**src/design/swsp_pkg.sv**
```systemverilog
// ----------------------------------------------------------------------------
// swsp_pkg: shared types, constants and float helpers
// Single-precision helpers for non-negative add, operand normalize, restoring
// divide steps and final rounding, plus the pipeline payload types.
// ----------------------------------------------------------------------------
package swsp_pkg;

	localparam int PALETTE_SIZE = 64;
	localparam int NUM_INFL     = 4;
	localparam int NUM_WOUT     = 3;
	localparam int QBITS        = 25;              // 24 mantissa bits + guard
	localparam int DIV_STEPS    = 5;               // quotient bits per stage
	localparam int DIV_STAGES   = QBITS / DIV_STEPS;

	localparam logic [8:0]  PAL_LIMIT  = 9'(PALETTE_SIZE);
	localparam logic [7:0]  EXP_MAX    = 8'hFF;
	localparam logic [31:0] FP_ONE     = 32'h3F80_0000;
	localparam logic [30:0] FP_INF_MAG = 31'h7F80_0000;
	localparam logic [9:0]  EXP_BIAS   = 10'd127;

	localparam logic REG_BONE_COUNT   = 1'b0;
	localparam logic REG_VERTEX_COUNT = 1'b1;

	typedef struct packed {
		logic                    rejected;
		logic                    fixed;
		logic [3:0][31:0]        w;
		logic [3:0][7:0]         bone;
	} san_t;

	typedef struct packed {
		san_t        base;
		logic [30:0] acc;
	} sum_t;

	typedef struct packed {
		logic                    rejected;
		logic                    fixed;
		logic                    sum_ok;
		logic [2:0][31:0]        w;
		logic [3:0][7:0]         bone;
		logic [23:0]             ms;
		logic [2:0][25:0]        rem;
		logic [2:0][24:0]        q;
		logic [2:0][9:0]         eq;
		logic [2:0]              zero;
	} div_t;

	typedef struct packed {
		logic [9:0]  e;
		logic [23:0] m;
	} nrm_t;

	typedef struct packed {
		logic [2:0][31:0] w;
		logic [3:0][7:0]  bone;
		logic             repaired;
		logic             rejected;
	} res_t;

	// x + y for non-negative magnitudes, round to nearest even
	function automatic logic [30:0] fadd_mag(logic [30:0] x, logic [30:0] y);
		logic [30:0] big, sml;
		logic [8:0]  eb, es, e;
		logic [7:0]  d;
		logic [23:0] mb, ms, m;
		logic [26:0] bs, sh;
		logic        lost, g, st, inc;
		logic [27:0] s;
		logic [31:0] res;
		if (x[30:23] == EXP_MAX || y[30:23] == EXP_MAX) return FP_INF_MAG;
		big  = (x >= y) ? x : y;
		sml  = (x >= y) ? y : x;
		eb   = (big[30:23] == 8'd0) ? 9'd1 : {1'b0, big[30:23]};
		es   = (sml[30:23] == 8'd0) ? 9'd1 : {1'b0, sml[30:23]};
		mb   = {|big[30:23], big[22:0]};
		ms   = {|sml[30:23], sml[22:0]};
		d    = 8'(eb - es);
		bs   = {ms, 3'b000};
		sh   = bs >> d;
		lost = (sh << d) != bs;
		s    = {1'b0, mb, 3'b000} + {1'b0, sh[26:1], sh[0] | lost};
		e    = eb;
		if (s[27]) begin
			s = {1'b0, s[27:2], s[1] | s[0]};
			e = e + 9'd1;
		end
		m   = s[26:3];
		g   = s[2];
		st  = s[1] | s[0];
		inc = g & (st | m[0]);
		res = ({23'b0, e - 9'd1} << 23) + {8'b0, m} + {31'b0, inc};
		if (res[30:23] == EXP_MAX) return FP_INF_MAG;
		return res[30:0];
	endfunction

	// normalized mantissa and unbiased-plus-bias exponent (subnormals shifted up)
	function automatic nrm_t fnorm(logic [30:0] x);
		logic [23:0] m0;
		logic [4:0]  lz;
		logic [9:0]  e0;
		nrm_t        r;
		m0 = {|x[30:23], x[22:0]};
		lz = 5'd0;
		for (int i = 0; i < 24; i++) begin
			if (m0[i]) lz = 5'(23 - i);
		end
		e0  = (x[30:23] == 8'd0) ? 10'd1 : {2'b0, x[30:23]};
		r.m = m0 << lz;
		r.e = e0 - {5'b0, lz};
		return r;
	endfunction

	// DIV_STEPS restoring steps on every lane
	function automatic div_t div_iter(div_t d);
		div_t r;
		logic bq;
		r = d;
		for (int i = 0; i < DIV_STEPS; i++) begin
			for (int k = 0; k < NUM_WOUT; k++) begin
				bq = r.rem[k] >= {2'b0, r.ms};
				if (bq) r.rem[k] = r.rem[k] - {2'b0, r.ms};
				r.q[k]   = {r.q[k][QBITS-2:0], bq};
				r.rem[k] = {r.rem[k][24:0], 1'b0};
			end
		end
		return r;
	endfunction

	// quotient to single bits, with gradual underflow
	function automatic logic [30:0] fround(logic [24:0] q, logic sticky, logic [9:0] eq);
		logic [7:0]  sh;
		logic [24:0] shv;
		logic [23:0] m;
		logic [8:0]  e;
		logic        g, st, inc;
		logic [31:0] res;
		if (!eq[9] && eq != 10'd0) begin
			m  = q[24:1];
			g  = q[0];
			st = sticky;
			e  = eq[8:0];
		end else begin
			sh  = 8'(10'd1 - eq);
			shv = q >> sh;
			m   = shv[24:1];
			g   = shv[0];
			st  = ((shv << sh) != q) | sticky;
			e   = 9'd1;
		end
		inc = g & (st | m[0]);
		res = ({23'b0, e - 9'd1} << 23) + {8'b0, m} + {31'b0, inc};
		return res[30:0];
	endfunction

endpackage

```
**src/design/swsp_sum.sv**
```systemverilog
// ----------------------------------------------------------------------------
// swsp_sum: ordered weight sum (stages 2..4)
// One single-precision add per stage: ((w0 + w1) + w2) + w3.
// ----------------------------------------------------------------------------
module swsp_sum import swsp_pkg::*; (
	input  logic clk,
	input  logic arst_n,
	input  logic in_valid,
	output logic in_ready,
	input  san_t in_data,
	output logic out_valid,
	input  logic out_ready,
	output sum_t out_data
);

	localparam int NSTG = 3;

	logic [NSTG-1:0] vld_s;
	sum_t            data_s [NSTG];
	logic [NSTG-1:0] en;

	always_comb begin
		en[NSTG-1] = !vld_s[NSTG-1] || out_ready;
		for (int k = NSTG - 2; k >= 0; k--) begin
			en[k] = !vld_s[k] || en[k+1];
		end
	end

	assign in_ready  = en[0];
	assign out_valid = vld_s[NSTG-1];
	assign out_data  = data_s[NSTG-1];

	always_ff @(posedge clk or negedge arst_n) begin
		if (!arst_n) begin
			vld_s <= '0;
		end else begin
			if (en[0]) vld_s[0] <= in_valid;
			for (int k = 1; k < NSTG; k++) begin
				if (en[k]) vld_s[k] <= vld_s[k-1];
			end
		end
	end

	// sign dropped: only -0 can carry it, and 0 + -0 is +0
	always_ff @(posedge clk) begin
		if (en[0]) begin
			data_s[0].base <= in_data;
			data_s[0].acc  <= fadd_mag(in_data.w[0][30:0], in_data.w[1][30:0]);
		end
		for (int k = 1; k < NSTG; k++) begin
			if (en[k]) begin
				data_s[k].base <= data_s[k-1].base;
				data_s[k].acc  <= fadd_mag(data_s[k-1].acc, data_s[k-1].base.w[k+1][30:0]);
			end
		end
	end

endmodule

```
**config.mk**
```make
export PLATFORM = sky130hd
export DESIGN_NAME = swsp_sum
export DESIGN_NICKNAME = d
export VERILOG_FILES = /design/src/design/swsp_pkg.sv /design/src/design/swsp_sum.sv
export SDC_FILE = /design/constraint.sdc
export NUM_CORES = 2
export LEC_CHECK = 0
export ABC_AREA = 1
export BUFFER_PORTS_ARGS = -buffer_cell sky130_fd_sc_hd__buf_2
export CORE_UTILIZATION = 40
export DETAILED_ROUTE_END_ITERATION = 6
export REMOVE_ABC_BUFFERS = 1
export SYNTH_ARGS = -nofsm -noshare
export SYNTH_HDL_FRONTEND = slang
export SYNTH_SLANG_ARGS = --single-unit
export TNS_END_PERCENT = 1
```
**constraint.sdc**
```tcl
create_clock -name clk -period 46.2 [get_ports clk]
set_input_delay 9.24 -clock clk [delete_from_list [all_inputs] [get_ports clk]]
set_output_delay 9.24 -clock clk [all_outputs]
set_load 0.02 [all_outputs]
```
* Yosys cells after proc, flatten, opt, wreduce, memory -nomap -nowiden
Memory sizes are Yosys's and may differ from the RTL's. Index checks and enable logic that the tools add are counted.
Word-level totals: register bits 3, latch bits 0, memory bits (writable) 579, bits in read-only memories 0, memories kept 1
Operators by class: $add $sub $neg 18, $mul 0, div/mod/pow operators 0, order comparisons 3, equality and inequality tests 12, shift-type cells 6, muxes and demuxes 66, bitwise logic cells 15, reduce and logical (&&, ||, !) cells 21
Memory list:
- data_s | depth 3, width 193, read ports 3, clocked after Yosys merged registers in 0, wr ports 3, RTL line swsp_sum.sv:19 | sum_t data_s [NSTG];
Operators with widths (number):
- $mux 31 | 21
- $mux 27 | 9
- $mux 8 | 15
- $add 31x1->31 | 3
- $add 31x24->31 | 3
- $ge 31x31->1 | 3
- $add 27x27->28 | 3
- $ne 27x27->1 | 3
- $shl 27x8->27 | 3
- $shr 27x8->27 | 3
- $eq 8x8->1 const B | 9
- $logic_not 8->1 | 6
- $reduce_or 8->1 | 6
- $add 8x1->8 const B | 3
- $sub 8x1->8 const B | 3
- $sub 8x8->8 | 3
- $mux 1 | 21
- $or 1x1->1 | 12
- $logic_or 1x1->1 | 6
- $and 1x1->1 | 3
- $logic_not 1->1 | 3

* Longest topological paths before layout
An unclocked memory read counts as a cell.
depth after elaboration 26, gate-level depth with buffers 76, gate-level depth less buffers 70

* Worst setup path before layout
Ideal clock, no wire load.
path type input to output, from in out_ready, to out in_ready, data arrival time 18018 ps, slack 18942 ps, stages 4, path buffers 0, cells stage by stage inv_1 nand2_1 nor2_1 nand2_1
Between the ends: word-level cells in the longest chain between the ends 3
RTL lines:
- from (decl) | RTL line swsp_sum.sv:12 | input logic out_ready,
- $logic_or 1x1->1 | RTL line swsp_sum.sv:23 | en[NSTG-1] = !vld_s[NSTG-1] || out_ready;
- net en[2] | RTL line swsp_sum.sv:20 | logic [NSTG-1:0] en;
- $logic_or 1x1->1 (2 in a row) | RTL line swsp_sum.sv:25 | en[k] = !vld_s[k] || en[k+1];
- to (decl) | RTL line swsp_sum.sv:9 | output logic in_ready,
The timed path passes the listed nets, and every way through them passes these cells.

* Final worst setup path
Ends and elaborated chain as after synthesis.

==> impl_results.md <==
- Layout cell share with drive strength beyond 1: 12.1%
- Final Hold Viols: 0
- Pre-Repair DR Iteration Count: 7
- Buf+Inv Stages, Crit Path: 3
- Sequential fraction of the synthesis area: around 42%
- Period utilization: 44.8%
- Vias per std cell: around 5.4
- Crit path required time: 36.96 ns
- Largest net degree at the start of global routing: 144
- CTS Buffer Depth: 3
- Die width: 324 um
- Status: finished with violations
- RSZ-0062 raised after global routing: false
- Final setup vio count: 0
- CP Class: in -> out
- Avg Cell Area, Syn: 7.70 um^2
- Critical path arrival: 11.45 ns
- Num ports: 361
- Number of global-route vias before repair: between 30,000 and 40,000
- Hold buffer count at cts: 0
- Die height: 324 um
- Max incr delay on CP: ~0.64 ns
- CP Cell Sequence: buf_2 -> inv_1 -> nand2_4 -> nor2_1 -> nand2_4 -> buf_2
- Reg clk slew, reported paths: 0.06 ns
- Core area: 102,000 um^2
- Crit path max-delay cell type: nand2_4
- Wire per inst: roughly 20 um
- GR Util All Layers: 25.8%
- Ys async rst share: 0.515%
- Setup TNS: 0 ns
- Initial antenna violation count: 5
- H-tree depth: 3
- Final Max Slew Viols: 0
- Crit end category: output pin
- Final net count: 6,010
- Routed Antenna Nets: 0
- Worst Hold Class: reg -> reg
- Starting density of the core: 40.5%
- Dominant synthesized flop cell: edfxtp_1
- Final HPWL from detailed placement: around 110,000 um
- Root Buffer: clkbuf_16
- DRC viols: 2
- Via count: 38,000
- Gr ovfl total: 0
- Clk_skew: between 0.04 and 0.05 ns
- FF+latch count, synth: 582
- DR iter-0 viols: 3,795
- CTS Sinks: 582
- Post-cts sizing count: 0
- Yosys cell types: 58
- Insertion delay to the later sink of the worst-skew pair: roughly 0.65 ns
- Total wire length: roughly 140,000 um
- RePlAce Congestion: 0.959
- Post-layout min period: 20.69 ns
- Netlist Area Pre-Place: 41,500 um^2
- Most frequent cells in the layout: 1,574 x nand2_1, 974 x nand3_1, 579 x edfxtp_1
- Max-capacitance violation count: 0
- Port bufs: 360
- Failing checks: DRC
- Slew margin rel.: 17.9%
- Number of flops mapped to enable cells by yosys: 579
- Die area: 105,000 um^2
- Startpoint types: primary input
- YS warnings: 0
- Postcts setup bufs: 0
- Most common cell after layout, fill and taps aside: nand2_1
- Gate Count Post-Synth: ~5,400
- Peak Freq: 48.3 MHz
- First-pass GRT wire length: 208,000 um
- Worst-margin pin slew: 1.23 ns
- Fill cell total of the finished layout: between 10,000 and 15,000
- Top delay family on crit path: simple AND/OR/NAND/NOR gates
- Rows: ~120
- CTS tree: done
- Area Growth Syn to Fin: 12.5%
- Crit-path max FO: 53
- Num CTS Buffers: 66
==> cells in the mapped netlist (29+ instances only) <==
master	instances	area, um^2
a21oi_1	172	861
a21oi_2	31	272
and2_1	29	181
buf_1	71	267
clkbuf_1	91	342
edfxtp_1	579	17400
ha_1	196	2450
inv_1	500	1880
nand2_1	1576	5920
nand3_1	974	4870
nand3b_1	57	428
nand4_1	130	813
nor2_1	296	1110
nor3_1	38	190
o21ai_0	207	1040
o21ai_1	31	155
xnor2_1	37	324
xor2_1	69	604
==> registers in the layout (all words and copies together) (netlist names) <==
register / cells
data_s: 579
vld_s: 3
==> routing by layer <==
| layer | share of wire (%) | wire length (um) | vias up | GRT usage (%) |
|---|---|---|---|---|
| met5 | 0.020 | 28 | - | 0 |
| met1 | 44 | 60600 | 17600 | 34.5 |
| met3 | 5.9 | 8150 | 208 | 3.59 |
| li1 | - | - | 18900 | - |
| met2 | 46 | 63600 | 1276 | 42.3 |
| met4 | 3.5 | 4820 | 4 | 9.32 |
==> through the flow <==
| stage | hold WS [ns] | util, % | worst slack (ns) | instances | area [um^2] |
|---|---|---|---|---|---|
| after global placement | 0.401 | 43.4 | 25.52 | 6942 | 44400 |
| after global routing | 0.414 | 45.6 | 25.10 | 7063 | 46600 |
| final | 0.408 | 45.6 | 25.51 | 7063 | 46600 |
| after floorplan | 0.400 | - | 18.94 | 5168 | 40500 |
| after CTS | 0.411 | 45.6 | 25.49 | 7061 | 46600 |
| after detailed placement | 0.405 | 43.4 | 25.48 | 6942 | 44400 |
==> final cells by class <==
type | instances | area [um^2] | share of cell area (%)
timing repair buffer | 406 | 2160 | 4.63
inverter | 520 | 1960 | 4.20
clock buffer | 75 | 1690 | 3.61
clock inverter | 44 | 515 | 1.11
multi-input combinational | 4066 | 21200 | 45.3
tap | 1368 | 1710 | 3.67
sequential | 582 | 17500 | 37.4
antenna | 2 | 5.00 | 0.0107
==> kinds of logic after synthesis <==
logic type	count (synthesis)	share of synthesized area, %
simple gates	3210	34.7
buf+inv	736	7.13
flops	582	42.1
compound gates	545	7.57
fa+ha+maj	202	6.20
xor+xnor	106	2.24
mux	3	0.0724
==> final timing paths <==
check                           slack [ns]           start  cells past startpoint        endpoint
worst max-delay path                 25.51       out_ready                      6        in_ready
max in group asynchronous            37.70          arst_n                      1        vld_s[2]
worst min register to register        0.41  data_s[0][182]                      0  data_s[1][182]
worst min-delay path                  0.41  data_s[0][182]                      0  data_s[1][182]
worst max register to register       32.79  data_s[0][157]                     59    data_s[1][2]
min in group asynchronous             8.39          arst_n                      1        vld_s[1]
Power is not shown: default switching activity piles up to over one toggle a cycle in this logic, so the estimate is an artifact.
