==> src/design/swsp_pkg.sv <==
// ----------------------------------------------------------------------------
// swsp_pkg: shared types, constants and float helpers
// Single-precision helpers for non-negative add, operand normalize, restoring
// divide steps and final rounding, plus the pipeline payload types.
// ----------------------------------------------------------------------------
package swsp_pkg;

	localparam int PALETTE_SIZE = 64;
	localparam int NUM_INFL     = 4;
	localparam int NUM_WOUT     = 3;
	localparam int QBITS        = 25;              // 24 mantissa bits + guard
	localparam int DIV_STEPS    = 5;               // quotient bits per stage
	localparam int DIV_STAGES   = QBITS / DIV_STEPS;

	localparam logic [8:0]  PAL_LIMIT  = 9'(PALETTE_SIZE);
	localparam logic [7:0]  EXP_MAX    = 8'hFF;
	localparam logic [31:0] FP_ONE     = 32'h3F80_0000;
	localparam logic [30:0] FP_INF_MAG = 31'h7F80_0000;
	localparam logic [9:0]  EXP_BIAS   = 10'd127;

	localparam logic REG_BONE_COUNT   = 1'b0;
	localparam logic REG_VERTEX_COUNT = 1'b1;

	typedef struct packed {
		logic                    rejected;
		logic                    fixed;
		logic [3:0][31:0]        w;
		logic [3:0][7:0]         bone;
	} san_t;

	typedef struct packed {
		san_t        base;
		logic [30:0] acc;
	} sum_t;

	typedef struct packed {
		logic                    rejected;
		logic                    fixed;
		logic                    sum_ok;
		logic [2:0][31:0]        w;
		logic [3:0][7:0]         bone;
		logic [23:0]             ms;
		logic [2:0][25:0]        rem;
		logic [2:0][24:0]        q;
		logic [2:0][9:0]         eq;
		logic [2:0]              zero;
	} div_t;

	typedef struct packed {
		logic [9:0]  e;
		logic [23:0] m;
	} nrm_t;

	typedef struct packed {
		logic [2:0][31:0] w;
		logic [3:0][7:0]  bone;
		logic             repaired;
		logic             rejected;
	} res_t;

	// x + y for non-negative magnitudes, round to nearest even
	function automatic logic [30:0] fadd_mag(logic [30:0] x, logic [30:0] y);
		logic [30:0] big, sml;
		logic [8:0]  eb, es, e;
		logic [7:0]  d;
		logic [23:0] mb, ms, m;
		logic [26:0] bs, sh;
		logic        lost, g, st, inc;
		logic [27:0] s;
		logic [31:0] res;
		if (x[30:23] == EXP_MAX || y[30:23] == EXP_MAX) return FP_INF_MAG;
		big  = (x >= y) ? x : y;
		sml  = (x >= y) ? y : x;
		eb   = (big[30:23] == 8'd0) ? 9'd1 : {1'b0, big[30:23]};
		es   = (sml[30:23] == 8'd0) ? 9'd1 : {1'b0, sml[30:23]};
		mb   = {|big[30:23], big[22:0]};
		ms   = {|sml[30:23], sml[22:0]};
		d    = 8'(eb - es);
		bs   = {ms, 3'b000};
		sh   = bs >> d;
		lost = (sh << d) != bs;
		s    = {1'b0, mb, 3'b000} + {1'b0, sh[26:1], sh[0] | lost};
		e    = eb;
		if (s[27]) begin
			s = {1'b0, s[27:2], s[1] | s[0]};
			e = e + 9'd1;
		end
		m   = s[26:3];
		g   = s[2];
		st  = s[1] | s[0];
		inc = g & (st | m[0]);
		res = ({23'b0, e - 9'd1} << 23) + {8'b0, m} + {31'b0, inc};
		if (res[30:23] == EXP_MAX) return FP_INF_MAG;
		return res[30:0];
	endfunction

	// normalized mantissa and unbiased-plus-bias exponent (subnormals shifted up)
	function automatic nrm_t fnorm(logic [30:0] x);
		logic [23:0] m0;
		logic [4:0]  lz;
		logic [9:0]  e0;
		nrm_t        r;
		m0 = {|x[30:23], x[22:0]};
		lz = 5'd0;
		for (int i = 0; i < 24; i++) begin
			if (m0[i]) lz = 5'(23 - i);
		end
		e0  = (x[30:23] == 8'd0) ? 10'd1 : {2'b0, x[30:23]};
		r.m = m0 << lz;
		r.e = e0 - {5'b0, lz};
		return r;
	endfunction

	// DIV_STEPS restoring steps on every lane
	function automatic div_t div_iter(div_t d);
		div_t r;
		logic bq;
		r = d;
		for (int i = 0; i < DIV_STEPS; i++) begin
			for (int k = 0; k < NUM_WOUT; k++) begin
				bq = r.rem[k] >= {2'b0, r.ms};
				if (bq) r.rem[k] = r.rem[k] - {2'b0, r.ms};
				r.q[k]   = {r.q[k][QBITS-2:0], bq};
				r.rem[k] = {r.rem[k][24:0], 1'b0};
			end
		end
		return r;
	endfunction

	// quotient to single bits, with gradual underflow
	function automatic logic [30:0] fround(logic [24:0] q, logic sticky, logic [9:0] eq);
		logic [7:0]  sh;
		logic [24:0] shv;
		logic [23:0] m;
		logic [8:0]  e;
		logic        g, st, inc;
		logic [31:0] res;
		if (!eq[9] && eq != 10'd0) begin
			m  = q[24:1];
			g  = q[0];
			st = sticky;
			e  = eq[8:0];
		end else begin
			sh  = 8'(10'd1 - eq);
			shv = q >> sh;
			m   = shv[24:1];
			g   = shv[0];
			st  = ((shv << sh) != q) | sticky;
			e   = 9'd1;
		end
		inc = g & (st | m[0]);
		res = ({23'b0, e - 9'd1} << 23) + {8'b0, m} + {31'b0, inc};
		return res[30:0];
	endfunction

endpackage

==> src/design/swsp_in_if.sv <==
// ----------------------------------------------------------------------------
// swsp_in_if: vertex input channel
// Valid/ready channel carrying one skinned vertex per beat.
// ----------------------------------------------------------------------------
interface swsp_in_if;
	logic        valid;
	logic        ready;
	logic [15:0] source_index;
	logic [31:0] weight_a;
	logic [31:0] weight_b;
	logic [31:0] weight_c;
	logic [31:0] weight_d;
	logic [7:0]  bone_a;
	logic [7:0]  bone_b;
	logic [7:0]  bone_c;
	logic [7:0]  bone_d;

	modport source(output valid, source_index, weight_a, weight_b, weight_c, weight_d,
		bone_a, bone_b, bone_c, bone_d, input ready);
	modport sink(input valid, source_index, weight_a, weight_b, weight_c, weight_d,
		bone_a, bone_b, bone_c, bone_d, output ready);
endinterface

==> src/design/swsp_sanitize.sv <==
// ----------------------------------------------------------------------------
// swsp_sanitize: range checks and weight/index repair (stage 1)
// Flags rejection, zeroes bad weights and invalid palette entries.
// ----------------------------------------------------------------------------
module swsp_sanitize import swsp_pkg::*; (
	input  logic        clk,
	input  logic        arst_n,
	input  logic [8:0]  bone_count,
	input  logic [15:0] vertex_count,
	swsp_in_if.sink     vtx_in,
	output logic        out_valid,
	input  logic        out_ready,
	output san_t        out_data
);

	logic             vld_s1;
	san_t             data_s1;
	san_t             nxt;
	logic             en;
	logic [3:0][31:0] raw_w;
	logic [3:0][7:0]  raw_b;
	logic             bad_w, bad_b;

	assign en           = !vld_s1 || out_ready;
	assign vtx_in.ready = en;
	assign out_valid    = vld_s1;
	assign out_data     = data_s1;

	assign raw_w = {vtx_in.weight_d, vtx_in.weight_c, vtx_in.weight_b, vtx_in.weight_a};
	assign raw_b = {vtx_in.bone_d, vtx_in.bone_c, vtx_in.bone_b, vtx_in.bone_a};

	always_comb begin
		nxt.rejected = vtx_in.source_index >= vertex_count;
		nxt.fixed    = 1'b0;
		bad_w        = 1'b0;
		bad_b        = 1'b0;
		for (int k = 0; k < NUM_INFL; k++) begin
			// NaN/inf, or strictly negative (-0 passes untouched)
			bad_w = (raw_w[k][30:23] == EXP_MAX) || (raw_w[k][31] && |raw_w[k][30:0]);
			bad_b = ({1'b0, raw_b[k]} >= bone_count) || ({1'b0, raw_b[k]} >= PAL_LIMIT);
			nxt.w[k]    = (bad_w || bad_b) ? 32'd0 : raw_w[k];
			nxt.bone[k] = bad_b ? 8'd0 : raw_b[k];
			nxt.fixed   = nxt.fixed | bad_w | bad_b;
		end
	end

	always_ff @(posedge clk or negedge arst_n) begin
		if (!arst_n) begin
			vld_s1 <= 1'b0;
		end else if (en) begin
			vld_s1 <= vtx_in.valid;
		end
	end

	always_ff @(posedge clk) begin
		if (en) begin
			data_s1 <= nxt;
		end
	end

endmodule

==> src/flat_wrapper.sv <==
// flat-port wrapper written by rule: the top's interface ports become plain ports
module swsp_sanitize_flat import swsp_pkg::*;
  (clk, arst_n, bone_count, vertex_count, out_valid, out_ready, out_data, vtx_in_valid, vtx_in_source_index, vtx_in_weight_a, vtx_in_weight_b, vtx_in_weight_c, vtx_in_weight_d, vtx_in_bone_a, vtx_in_bone_b, vtx_in_bone_c, vtx_in_bone_d, vtx_in_ready);
  swsp_in_if vtx_in_i ();
  input  logic clk;
  input  logic arst_n;
  input  logic [8:0] bone_count;
  input  logic [15:0] vertex_count;
  output logic out_valid;
  input  logic out_ready;
  output san_t out_data;
  input wire logic [$bits(vtx_in_i.valid)-1:0] vtx_in_valid;
  input wire logic [$bits(vtx_in_i.source_index)-1:0] vtx_in_source_index;
  input wire logic [$bits(vtx_in_i.weight_a)-1:0] vtx_in_weight_a;
  input wire logic [$bits(vtx_in_i.weight_b)-1:0] vtx_in_weight_b;
  input wire logic [$bits(vtx_in_i.weight_c)-1:0] vtx_in_weight_c;
  input wire logic [$bits(vtx_in_i.weight_d)-1:0] vtx_in_weight_d;
  input wire logic [$bits(vtx_in_i.bone_a)-1:0] vtx_in_bone_a;
  input wire logic [$bits(vtx_in_i.bone_b)-1:0] vtx_in_bone_b;
  input wire logic [$bits(vtx_in_i.bone_c)-1:0] vtx_in_bone_c;
  input wire logic [$bits(vtx_in_i.bone_d)-1:0] vtx_in_bone_d;
  output wire logic [$bits(vtx_in_i.ready)-1:0] vtx_in_ready;
  assign vtx_in_i.valid = vtx_in_valid;
  assign vtx_in_i.source_index = vtx_in_source_index;
  assign vtx_in_i.weight_a = vtx_in_weight_a;
  assign vtx_in_i.weight_b = vtx_in_weight_b;
  assign vtx_in_i.weight_c = vtx_in_weight_c;
  assign vtx_in_i.weight_d = vtx_in_weight_d;
  assign vtx_in_i.bone_a = vtx_in_bone_a;
  assign vtx_in_i.bone_b = vtx_in_bone_b;
  assign vtx_in_i.bone_c = vtx_in_bone_c;
  assign vtx_in_i.bone_d = vtx_in_bone_d;
  assign vtx_in_ready = vtx_in_i.ready;
  swsp_sanitize u_core (.clk(clk), .arst_n(arst_n), .bone_count(bone_count), .vertex_count(vertex_count), .vtx_in(vtx_in_i), .out_valid(out_valid), .out_ready(out_ready), .out_data(out_data));
endmodule
==> config.mk <==
export PLATFORM = sky130hd
export DESIGN_NAME = swsp_sanitize_flat
export DESIGN_NICKNAME = d
export VERILOG_FILES = /design/src/design/swsp_pkg.sv /design/src/design/swsp_in_if.sv /design/src/design/swsp_sanitize.sv /design/src/flat_wrapper.sv
export SDC_FILE = /design/constraint.sdc
export NUM_CORES = 1
export LEC_CHECK = 0
export BUFFER_PORTS_ARGS = -buffer_cell sky130_fd_sc_hd__buf_4
export CAP_MARGIN = 20
export CORE_AREA = 2 2 145 147
export CTS_CLUSTER_SIZE = 12
export DETAILED_ROUTE_END_ITERATION = 12
export DIE_AREA = 0 0 147 149
export GPL_ROUTABILITY_DRIVEN = 1
export PLACE_DENSITY = 0.66
export REMOVE_ABC_BUFFERS = 1
export SLEW_MARGIN = 0
export SYNTH_ARGS = -nofsm -noshare
export SYNTH_HDL_FRONTEND = slang
export SYNTH_SLANG_ARGS = --single-unit
==> constraint.sdc <==
create_clock -name clk -period 15.69 [get_ports clk]
set_clock_uncertainty 0.15 [all_clocks]
set_input_delay 3.9225 -clock clk [delete_from_list [all_inputs] [get_ports clk]]
set_output_delay 3.9225 -clock clk [all_outputs]
set_load 0.03 [all_outputs]
# Yosys cells after proc, flatten, opt, wreduce, memory -nomap -nowiden
# Cells that the tools add are included.
[word_totals] reg_bits=163 latchBits=0 ramBits=0 romBits=0 inputBits=205 out_inout_bits=164 mem_count=0
[classes] addsub=0 multipliers=0 div_mod_pow=0 order_cmp=9 n_eq_ne=4 shifts=0 mux=0 n_bitwise=7 reduce_logical=22
[ops] op="$reduce_or 31->1" count=4
[ops] op="$ge 8x9->1" count=4
[ops] op="$eq 8x8->1 const B" count=4
[ops] op="$ge 8x7->1 const B" count=4
[ops] op="$ge 16x16->1" count=1
[ops] op="$logic_or 1x1->1" count=13
[ops] op="$or 1x1->1" count=7
[ops] op="$logic_and 1x1->1" count=4
[ops] op="$logic_not 1->1" count=1

# Longest topological paths before layout
# Gate-level depths: netlist (run 1).
[depth] word_depth=10 mapped_depth=9

# Least setup slack after synthesis (run 1)
# OpenSTA, ideal clock, no wires.
[synth_path] kind="input to output" start="input out_ready" end="output vtx_in_ready" t_arrival_ns=8.046 slack_ns=3.571 stages=1 path_cell_list="nand2b_1"
[synth_between] elab_chain_len=1
[synth_lines] element="from (decl)" line_no="flat_wrapper.sv:10" rtl="input logic out_ready;"
[synth_lines] element="$logic_or 1x1->1" line_no="swsp_sanitize.sv:24" rtl="assign en = !vld_s1 || out_ready;"
[synth_lines] element="to (decl)" line_no="flat_wrapper.sv:22" rtl="output wire logic [$bits(vtx_in_i.ready)-1:0] vtx_in_ready;"
# Every way passes these cells.

# Final worst setup path (run 1)
# Same ends and word-level chain as after synthesis.

==> flow_summary.yaml, run 1 <==
sta:
  rsz0062_at_grt: "false"
  whs_ps: 545
  hold_violations: 0
  period_share: 0.546
  finalSetupTns_ps: 0
  slew_headroom: 0.320
  setup_viol: 0
  tightest_slew_ps: 1020
  slew_violations: 0
  period_minus_slack_ps: 8560
  clock.fmax_mhz: 117
critical_path:
  endpoint_kind: "output pin"
  start_kind: "primary input"
  r2r_start: "u_core.out_valid$_DFFE_PN0P_"
  cpPeakStageDelay_ps: 230
  crit_type: "primary input to output pin"
  cp_max_fo: 16
  worstPathArrival_ps: 4490
  required_ps: 11620
  worstSetupStartpoint: "out_ready"
  critPathMostFrequentCell: "buf_4"
  crit_buf_inv: 2
  cp_slowest_cell: "nand2b_4"
  cp_top_family: "buffers and inverters"
  timing.critical_path.cells: "buf_4 > nand2b_4 > buf_4"
die:
  coreArea_um2: 20600
  die_h_um: 149
  die_area_um2: 21900
  pin_count: 369
  die_w_um: 147
  initial_core_util: 0.362
  core.rowCount: 53
power_and_ir_drop:
  power.internal_w: 0.000824
  powerDensity_nw_per_um2: 104
  p_sw_frac: 0.289
  combPwrFrac: 0.196
  pwr-share-seq: 0.454
  peakVddDrop_uv: 62.4
  p_total_w: 0.00116
  pwr-share-clk: 0.349
  power.switching_w: 0.000334
  leakage_nw: 5.07
worst_hold_path:
  min_from: "u_core.out_valid$_DFFE_PN0P_"
  hp-class: "flop to flop"
route:
  drtIter0Drc: 272
  totalWireLength_mm: 20.7
  postRouteAntennaNets: 0
  dr.pass1.iters: 4
  vias_per_cell: 4.67
  wl_per_cell_um: 17.1
  drc_errors: 0
  dr_total_vias: 5642
synth:
  syn_area_um2: 7440
  syn_inst: 535
  ys_ff_latch: 163
  synth_area_per_cell_um2: 13.9
  ys.flop_type: "edfxtp_1"
  async_flop_share: 0.00613
  synth_cell_types: 42
  ys_warn_count: 0
  synth-edff-count: 162
  synth_seq_area_share: 0.657
global_route:
  grt_pass1_wl_mm: 30.6
  antenna_found_initial: 0
  grt_usage: 0.183
  gr-total-overflow: 0
  grt_max_degree: 83
  grt_pass1_vias: 5582
clock_network:
  cts_tree: "yes"
  cts_resized: 0
  clk_latency_ps: 420
  htree_levels: 4
  ctsHoldBuffers: 0
  clock-sinks: 163
  numCtsBuffers: 17
  cts_setup_buffers: 0
  clockRootBuffer: "clkbuf_16"
  clk_pin_slew_ps: 70
  cts_buffer_depth: 2
status:
  outcome: "completed"
place:
  dp_hpwl_mm: 16.4
  place_area_um2: 10500
  io_buffers: 368
  place_congestion: 0.799
  dpl.cell_count: 1175
layout:
  multi_input_area_um2: 2400
  syn_to_final_growth_pct: 49.3
  drive_gt1_frac: 0.439
  final_cells: 1207
  n_fill_cell: 1826
  final_nets: 1172
  regArea_um2: 4890
  diodes: 0
  design_area_um2: 11100
job:
  drv_cap: 0
[worst min-delay path: cells and delay by family (launching register included)]
family | cells | cell delay (ps)
flip-flops | 1 | 390
AND/OR/NAND/NOR | 2 | 270
[kinds of logic (layout without fill, tap and decap cells)]
logic type / after synthesis / after routing / synth area share
compound gates: 49 / 49 / 0.0476
buf+inv: 42 / 432 / 0.0252
simple gates: 232 / 232 / 0.189
flops: 163 / 163 / 0.657
other cells: 1 / 8 / 0.000504
fa+ha+maj: 48 / 48 / 0.0807
[cells in the final DEF (no fill, tap or decap), types with 2 or more instances in the layout]
cell,n
nor3_1,5
clkinv_8,3
nor2b_1,5
nand4_1,21
conb_1,8
nand2_1,5
o21ai_0,12
inv_1,30
clkinvlp_4,3
inv_6,4
nor4_1,29
inv_8,4
clkbuf_16,17
a21oi_1,8
ha_1,48
edfxtp_1,162
nor2_1,14
a21o_1,7
nand2b_1,2
o21bai_1,2
o211a_1,2
a211oi_1,2
o211ai_1,2
buf_4,370
and2_1,146
[flip-flops by register name, indices dropped and copies added (netlist names)]
register,cells
u_core.out_data,162
u_core.out_valid,1
[cell type report]
class,instances,share of cell area
inverter,30,0.0101
clock buffer,17,0.0383
tap,275,0.0310
multi-input combinational,337,0.216
clock inverter,15,0.0144
timing repair buffer,370,0.250
sequential,163,0.440
[per-stage QoR]
step	setup slack (ps)	utilization
detailed placement	7110	0.512
CTS	7110	0.540
floorplan	3570	-
finish	7130	0.540
global route	7080	0.540
global placement	7110	0.512
[power groups by stage]
stage | registers (W) | clock network, W | logic [W]
after detailed placement | 0.000536 | 0 | 0.000230
after CTS | 0.000526 | 0.000414 | 0.000231
after floorplan | 0.000609 | 0 | 0.0000454
after global routing | 0.000529 | 0.000431 | 0.000244
after global placement | 0.000535 | 0 | 0.000229
final | 0.000526 | 0.000405 | 0.000227
[cells in the mapped netlist, types with 2 or more instances]
| master | instances | area (um2) |
|---|---|---|
| nor4_1 | 29 | 181 |
| a21oi_1 | 8 | 40.0 |
| nor3_1 | 5 | 25.0 |
| o211ai_1 | 2 | 15.0 |
| a211oi_1 | 2 | 15.0 |
| nand2b_1 | 3 | 18.8 |
| buf_6 | 3 | 33.8 |
| a21o_1 | 7 | 52.6 |
| o21ai_0 | 12 | 60.1 |
| o211a_1 | 2 | 20.0 |
| o21bai_1 | 2 | 15.0 |
| clkbuf_1 | 3 | 11.3 |
| inv_1 | 30 | 113 |
| edfxtp_1 | 162 | 4860 |
| clkbuf_2 | 4 | 20.0 |
| ha_1 | 48 | 601 |
| nor2_1 | 14 | 52.6 |
| nor2b_1 | 5 | 31.3 |
| buf_2 | 2 | 10.0 |
| and2_1 | 146 | 913 |
| nand4_1 | 21 | 131 |
| nand2_1 | 5 | 18.8 |
[layer usage]
layer,part of all wire,global-route usage,wire [um],vias to the layer above
met4,0.035,0.0813,719,0
met1,0.37,0.206,7690,2609
li1,-,-,-,2744
met2,0.52,0.323,10700,250
met5,0,0,0,-
met3,0.075,0.0563,1540,39
[worst paths after layout]
path                                                      end  slack (ps)  cells past startpoint
setup / recovery                                 vtx_in_ready        7130                      3
hold / removal                   u_core.out_valid$_DFFE_PN0P_         540                      2
max in group asynchronous        u_core.out_valid$_DFFE_PN0P_       12200                      1
hold reg to reg                  u_core.out_valid$_DFFE_PN0P_         540                      2
min in group asynchronous        u_core.out_valid$_DFFE_PN0P_        3110                      1
setup reg to reg           u_core.out_data[120]$_SDFFCE_PP0P_       13670                      2
No activity file was read; power rests on OpenSTA's default activity.
==> run 2, diff against run 1 <==
--- a/config.mk
+++ b/config.mk
@@ -5,14 +5,15 @@
 export SDC_FILE = /design/constraint.sdc
 export NUM_CORES = 1
 export LEC_CHECK = 0
+export ABC_AREA = 1
 export BUFFER_PORTS_ARGS = -buffer_cell sky130_fd_sc_hd__buf_4
 export CAP_MARGIN = 20
-export CORE_AREA = 2 2 145 147
+export CORE_MARGIN = 2
+export CORE_UTILIZATION = 43
 export CTS_CLUSTER_SIZE = 12
 export DETAILED_ROUTE_END_ITERATION = 12
-export DIE_AREA = 0 0 147 149
 export GPL_ROUTABILITY_DRIVEN = 1
-export PLACE_DENSITY = 0.66
+export PLACE_DENSITY = 0.77
 export REMOVE_ABC_BUFFERS = 1
 export SLEW_MARGIN = 0
 export SYNTH_ARGS = -nofsm -noshare
==> constraint.sdc (replaced) <==
create_clock -name clk -period 7.6 [get_ports clk]
set_clock_uncertainty 0.15 [all_clocks]
set_input_delay 1.9 -clock clk [delete_from_list [all_inputs] [get_ports clk]]
set_output_delay 1.9 -clock clk [all_outputs]
set_load 0.03 [all_outputs]
==> flow_summary.yaml, run 2 <==
place:
  dp_hpwl_mm: 17.7
  dpl.cell_count: 1416
  io_buffers: 368
  place_area_um2: 11200
  place_congestion: 0.850
sta:
  whs_ps: 686
  slew_headroom: 0.322
  slew_violations: 0
  finalSetupTns_ps: 0
  tightest_slew_ps: 1020
  period_share: 0.618
  period_minus_slack_ps: 4700
  rsz0062_at_grt: "false"
  setup_viol: 0
  hold_violations: 0
  clock.fmax_mhz: 213
route:
  drtIter0Drc: 361
  dr_total_vias: 6659
  dr.pass1.iters: 6
  wl_per_cell_um: 15.2
  postRouteAntennaNets: 0
  vias_per_cell: 4.60
  totalWireLength_mm: 22.1
  drc_errors: 0
critical_path:
  start_kind: "primary input"
  r2r_start: "u_core.out_valid$_DFFE_PN0P_"
  cp_max_fo: 32
  cp_slowest_cell: "buf_4"
  rrSetupSlack_ps: 5360
  critPathMostFrequentCell: "buf_4"
  crit_type: "primary input to output pin"
  endpoint_kind: "output pin"
  reg2reg_to: "u_core.out_data[108]$_SDFFCE_PP0P_"
  worstPathArrival_ps: 2650
  worst-r2r-cell-count: 2
  required_ps: 5550
  cpPeakStageDelay_ps: 290
  timing.critical_path.cells: "buf_4 > inv_1 > nand2_4 > buf_4"
synth:
  synth_area_per_cell_um2: 10.0
  ys.flop_type: "edfxtp_1"
  synth-edff-count: 162
  synth_most_common_cell: "nor2_1"
  async_flop_share: 0.00613
  yosysTopAreaCell: "edfxtp_1"
  netlist_top_cells_count: "nor2_1, inv_1, edfxtp_1, nand2_1, ha_1"
  synth_seq_area_share: 0.598
  syn_area_um2: 8180
  netlist.area_leader.share: 0.595
  ys_ff_latch: 163
  syn_inst: 815
  synth_cell_types: 25
  ys_warn_count: 0
  ys_top_cells_by_area: "edfxtp_1, nor2_1, inv_1"
layout:
  diodes: 0
  layout_common_cells: "buf_4, nor2_1, inv_1"
  syn_to_final_growth_pct: 44.3
  design_area_um2: 11800
  final_nets: 1455
  layout_commonest_cell: "buf_4"
  largest_reg_flops: 162
  final_cells: 1449
  regArea_um2: 4890
  drive_gt1_frac: 0.367
  multi_input_area_um2: 2480
  n_fill_cell: 1510
job:
  drv_cap: 0
power_and_ir_drop:
  pwr-share-clk: 0.357
  leakage_nw: 6.02
  combPwrFrac: 0.197
  pwr-share-seq: 0.446
  peakVddDrop_uv: 154
  power.switching_w: 0.000701
  power.internal_w: 0.00171
  powerDensity_nw_per_um2: 204
  p_sw_frac: 0.290
clock_network:
  cts_setup_buffers: 0
  clock-sinks: 163
  clockRootBuffer: "clkbuf_16"
  ctsHoldBuffers: 0
  cts_tree: "yes"
  htree_levels: 4
  cts_buffer_depth: 2
  clk_latency_ps: 430
  cts_resized: 0
  numCtsBuffers: 17
  clk_pin_slew_ps: 70
die:
  core.rowCount: 50
  pin_count: 369
  die_h_um: 142
  initial_core_util: 0.437
  die_w_um: 142
  coreArea_um2: 18700
  die_area_um2: 20100
global_route:
  antenna_found_initial: 0
  grt_max_degree: 77
  gr-total-overflow: 0
  grt_pass1_vias: 6458
  grt_usage: 0.217
  grt_pass1_wl_mm: 33.2
status:
  outcome: "completed"
worst_hold_path:
  min_from: "u_core.out_valid$_DFFE_PN0P_"
  whs_path_depth: 2
  hold_path_end: "u_core.out_valid$_DFFE_PN0P_"
  hp-class: "flop to flop"
==> run 2: cell count changes in the layout (fill, tap and decap cells not counted), moves of 5 or more <==
cell     change
a21o_1       -7
a21oi_1     +10
nand3_1     +23
nor2b_1      -5
nor2_2       +7
nor2_1     +189
inv_1      +166
o21ai_0      -5
nor2_4      +27
and2_1     -145
nor4_1      -23
nand4_1     -15
nand2_1     +77
==> run 2: stage by stage <==
step / setup slack [ps] / power [W] / utilization
after floorplan: 8.36 / 0.00135 / -
after detailed placement: 2890 / 0.00157 / 0.598
after global placement: 2900 / 0.00157 / 0.598
after CTS: 2890 / 0.00244 / 0.630
final: 2900 / 0.00241 / 0.631
after global routing: 2840 / 0.00251 / 0.631
==> run 2: per-layer routing <==
layer / up-vias / wire, um / global-route usage
li1: 3326 / - / -
met1: 3032 / 8420 / 0.250
met2: 255 / 11600 / 0.395
met3: 46 / 1410 / 0.0442
met4: 0 / 684 / 0.0879
met5: - / 0 / 0
==> run 2: power groups by stage <==
stage                     clock network (W)  registers, W  logic, W
final                              0.000861       0.00108  0.000475
after global routing               0.000912       0.00108  0.000512
after CTS                          0.000878       0.00108  0.000479
after detailed placement                  0       0.00110  0.000478
after global placement                    0       0.00110  0.000471
after floorplan                           0       0.00123  0.000117
==> run 2: worst max path at each step <==
stage,end,start,cells past startpoint,slack [ps]
floorplan,vtx_in_ready,out_ready,2,8
global placement,vtx_in_ready,out_ready,4,2900
detailed placement,vtx_in_ready,out_ready,4,2890
CTS,vtx_in_ready,out_ready,4,2890
global route,vtx_in_ready,out_ready,4,2840
finish,vtx_in_ready,out_ready,4,2900
==> run 2: kinds of logic (layout without fill, tap and decap cells) <==
family	after synthesis	count (layout)	share of synthesized area
AOI/OAI and AO/OA	30	30	0.0210
adders and majority gates	48	48	0.0734
buffers and inverters	210	603	0.104
DFF	163	163	0.598
other	1	8	0.000458
and+or+nand+nor	363	363	0.204
==> run 2: critical path, delay by kind of cell <==
kind	cells	cell delay, ps
buf+inv	3	480
simple gates	1	260
==> run 2: layout make-up <==
cell class	count	area share
clock buffers	17	0.0360
well taps	234	0.0248
inverters	198	0.0630
repair buffers	373	0.238
multi-input cells	449	0.210
clock inverters	15	0.0145
flip-flops and latches	163	0.414
==> run 3, diff against run 2 <==
==> constraint.sdc (replaced) <==
create_clock -name clk -period 4 [get_ports clk]
set_clock_uncertainty 0.15 [all_clocks]
set_input_delay 1 -clock clk [delete_from_list [all_inputs] [get_ports clk]]
set_output_delay 1 -clock clk [all_outputs]
set_load 0.03 [all_outputs]
==> flow_summary.yaml, run 3 (same netlist as run 2, synthesis figures left out) <==
status:
  outcome: "completed"
route:
  postRouteAntennaNets: 0
  drc_errors: 0
  totalWireLength_mm: 22.2
  dr.pass1.iters: 5
  vias_per_cell: 4.53
  dr_total_vias: 6565
  drtIter0Drc: 285
  wl_per_cell_um: 15.3
sta:
  whs_ps: 188
  slew_violations: 0
  clock.fmax_mhz: 358
  slew_headroom: 0.373
  setup_viol: 0
  tightest_slew_ps: 941
  period_minus_slack_ps: 2790
  hold_violations: 0
  rsz0062_at_grt: "false"
  period_share: 0.698
clock_network:
  clock-sinks: 163
  htree_levels: 4
  clk_latency_ps: 420
  numCtsBuffers: 17
  ctsHoldBuffers: 0
  cts_setup_buffers: 0
  cts_resized: 0
  cts_tree: "yes"
  clockRootBuffer: "clkbuf_16"
  cts_buffer_depth: 2
  clk_pin_slew_ps: 70
place:
  place_area_um2: 11200
  io_buffers: 368
  dpl.cell_count: 1418
  dp_hpwl_mm: 17.9
  place_congestion: 0.866
power_and_ir_drop:
  pwr-share-seq: 0.452
  leakage_nw: 6.02
  power.switching_w: 0.00133
  pwr-share-clk: 0.347
  p_total_w: 0.00452
  p_sw_frac: 0.294
  powerDensity_nw_per_um2: 383
  combPwrFrac: 0.201
  peakVddDrop_uv: 273
  power.internal_w: 0.00319
die:
  die_h_um: 142
  die_w_um: 142
  die_area_um2: 20100
  core.rowCount: 50
  coreArea_um2: 18700
  initial_core_util: 0.437
  pin_count: 369
layout:
  design_area_um2: 11800
  final_cells: 1450
  largest_reg_flops: 162
  n_fill_cell: 1492
  syn_to_final_growth_pct: 44.2
  final_nets: 1456
  layout_commonest_cell: "buf_4"
  drive_gt1_frac: 0.367
  diodes: 0
  layout_common_cells: "buf_4, nor2_1, inv_1"
critical_path:
  cpPeakStageDelay_ps: 410
  start_kind: "primary input"
  endpoint_kind: "flop"
  rrSetupSlack_ps: 2170
  cp_top_family: "simple AND/OR/NAND/NOR gates"
  cp_max_fo: 20
  r2r_start: "u_core.out_valid$_DFFE_PN0P_"
  required_ps: 4040
  crit_type: "primary input to flop"
  timing.critical_path.cells: "buf_4 > inv_1 > ha_1 > nand2_1 > nor3_1 > nand2_1 > nand2_2 > nor2_4 > nand2_4 > buf_12 > nor2_2"
  worstPathArrival_ps: 2830
  critPathMostFrequentCell: "nand2_1"
  cp_slowest_cell: "nand2_4"
  worstSetupStartpoint: "bone_count[6]"
  crit_buf_inv: 3
worst_hold_path:
  hp-class: "primary input to asynchronous set/reset pin"
job:
  drv_cap: 0
global_route:
  grt_pass1_wl_mm: 33.1
  grt_usage: 0.216
  antenna_found_initial: 0
  gr-total-overflow: 0
  grt_max_degree: 164
  grt_pass1_vias: 6443
-- run 3: final timing paths --
path	endpoint	cells past startpoint
min	u_core.out_valid$_DFFE_PN0P_	1
min in group clk	u_core.out_valid$_DFFE_PN0P_	3
min reg2reg	u_core.out_valid$_DFFE_PN0P_	3
max reg2reg	u_core.out_data[12]$_SDFFCE_PP0P_	2
max	u_core.out_data[117]$_SDFFCE_PP0P_	11
max in group asynchronous	u_core.out_valid$_DFFE_PN0P_	1
-- run 3: worst register-to-register path: cells and delay by family (launching register included) --
family | cells | cell delay (ps)
buf+inv | 1 | 580
flops | 1 | 410
simple gates | 1 | 110
-- run 3: through the flow --
| step | setup slack [ps] | TNS, ps | utilization |
|---|---|---|---|
| global placement | 844 | 0 | 0.601 |
| global route | 1080 | 0 | 0.631 |
| finish | 1210 | 0 | 0.631 |
| floorplan | -1790 | -223030 | - |
| CTS | 1250 | 0 | 0.631 |
| detailed placement | 803 | 0 | 0.601 |
-- run 3: power by group through the flow --
stage | clock (W) | combinational (W) | sequential (W)
after floorplan | 0 | 0.000223 | 0.00234
after global placement | 0 | 0.000901 | 0.00208
after detailed placement | 0 | 0.000915 | 0.00208
after CTS | 0.00160 | 0.000918 | 0.00205
after global routing | 0.00167 | 0.000981 | 0.00205
final | 0.00157 | 0.000909 | 0.00204
-- run 3: layout make-up --
type | instances | area, um2 | share of cell area
Inverter | 198 | 743 | 0.0630
Timing Repair Buffer | 374 | 2830 | 0.240
Sequential cell | 163 | 4890 | 0.414
Clock inverter | 15 | 140 | 0.0119
Multi-Input combinational cell | 449 | 2480 | 0.210
Tap cell | 234 | 293 | 0.0248
Clock buffer | 17 | 425 | 0.0361
-- run 3: layer usage --
metal	share of wire	track usage	vias to the layer above
met4	0.026	0.0774	0
met3	0.061	0.0462	35
met2	0.53	0.406	220
met1	0.38	0.241	2989
li1	-	-	3321
met5	0	0	-
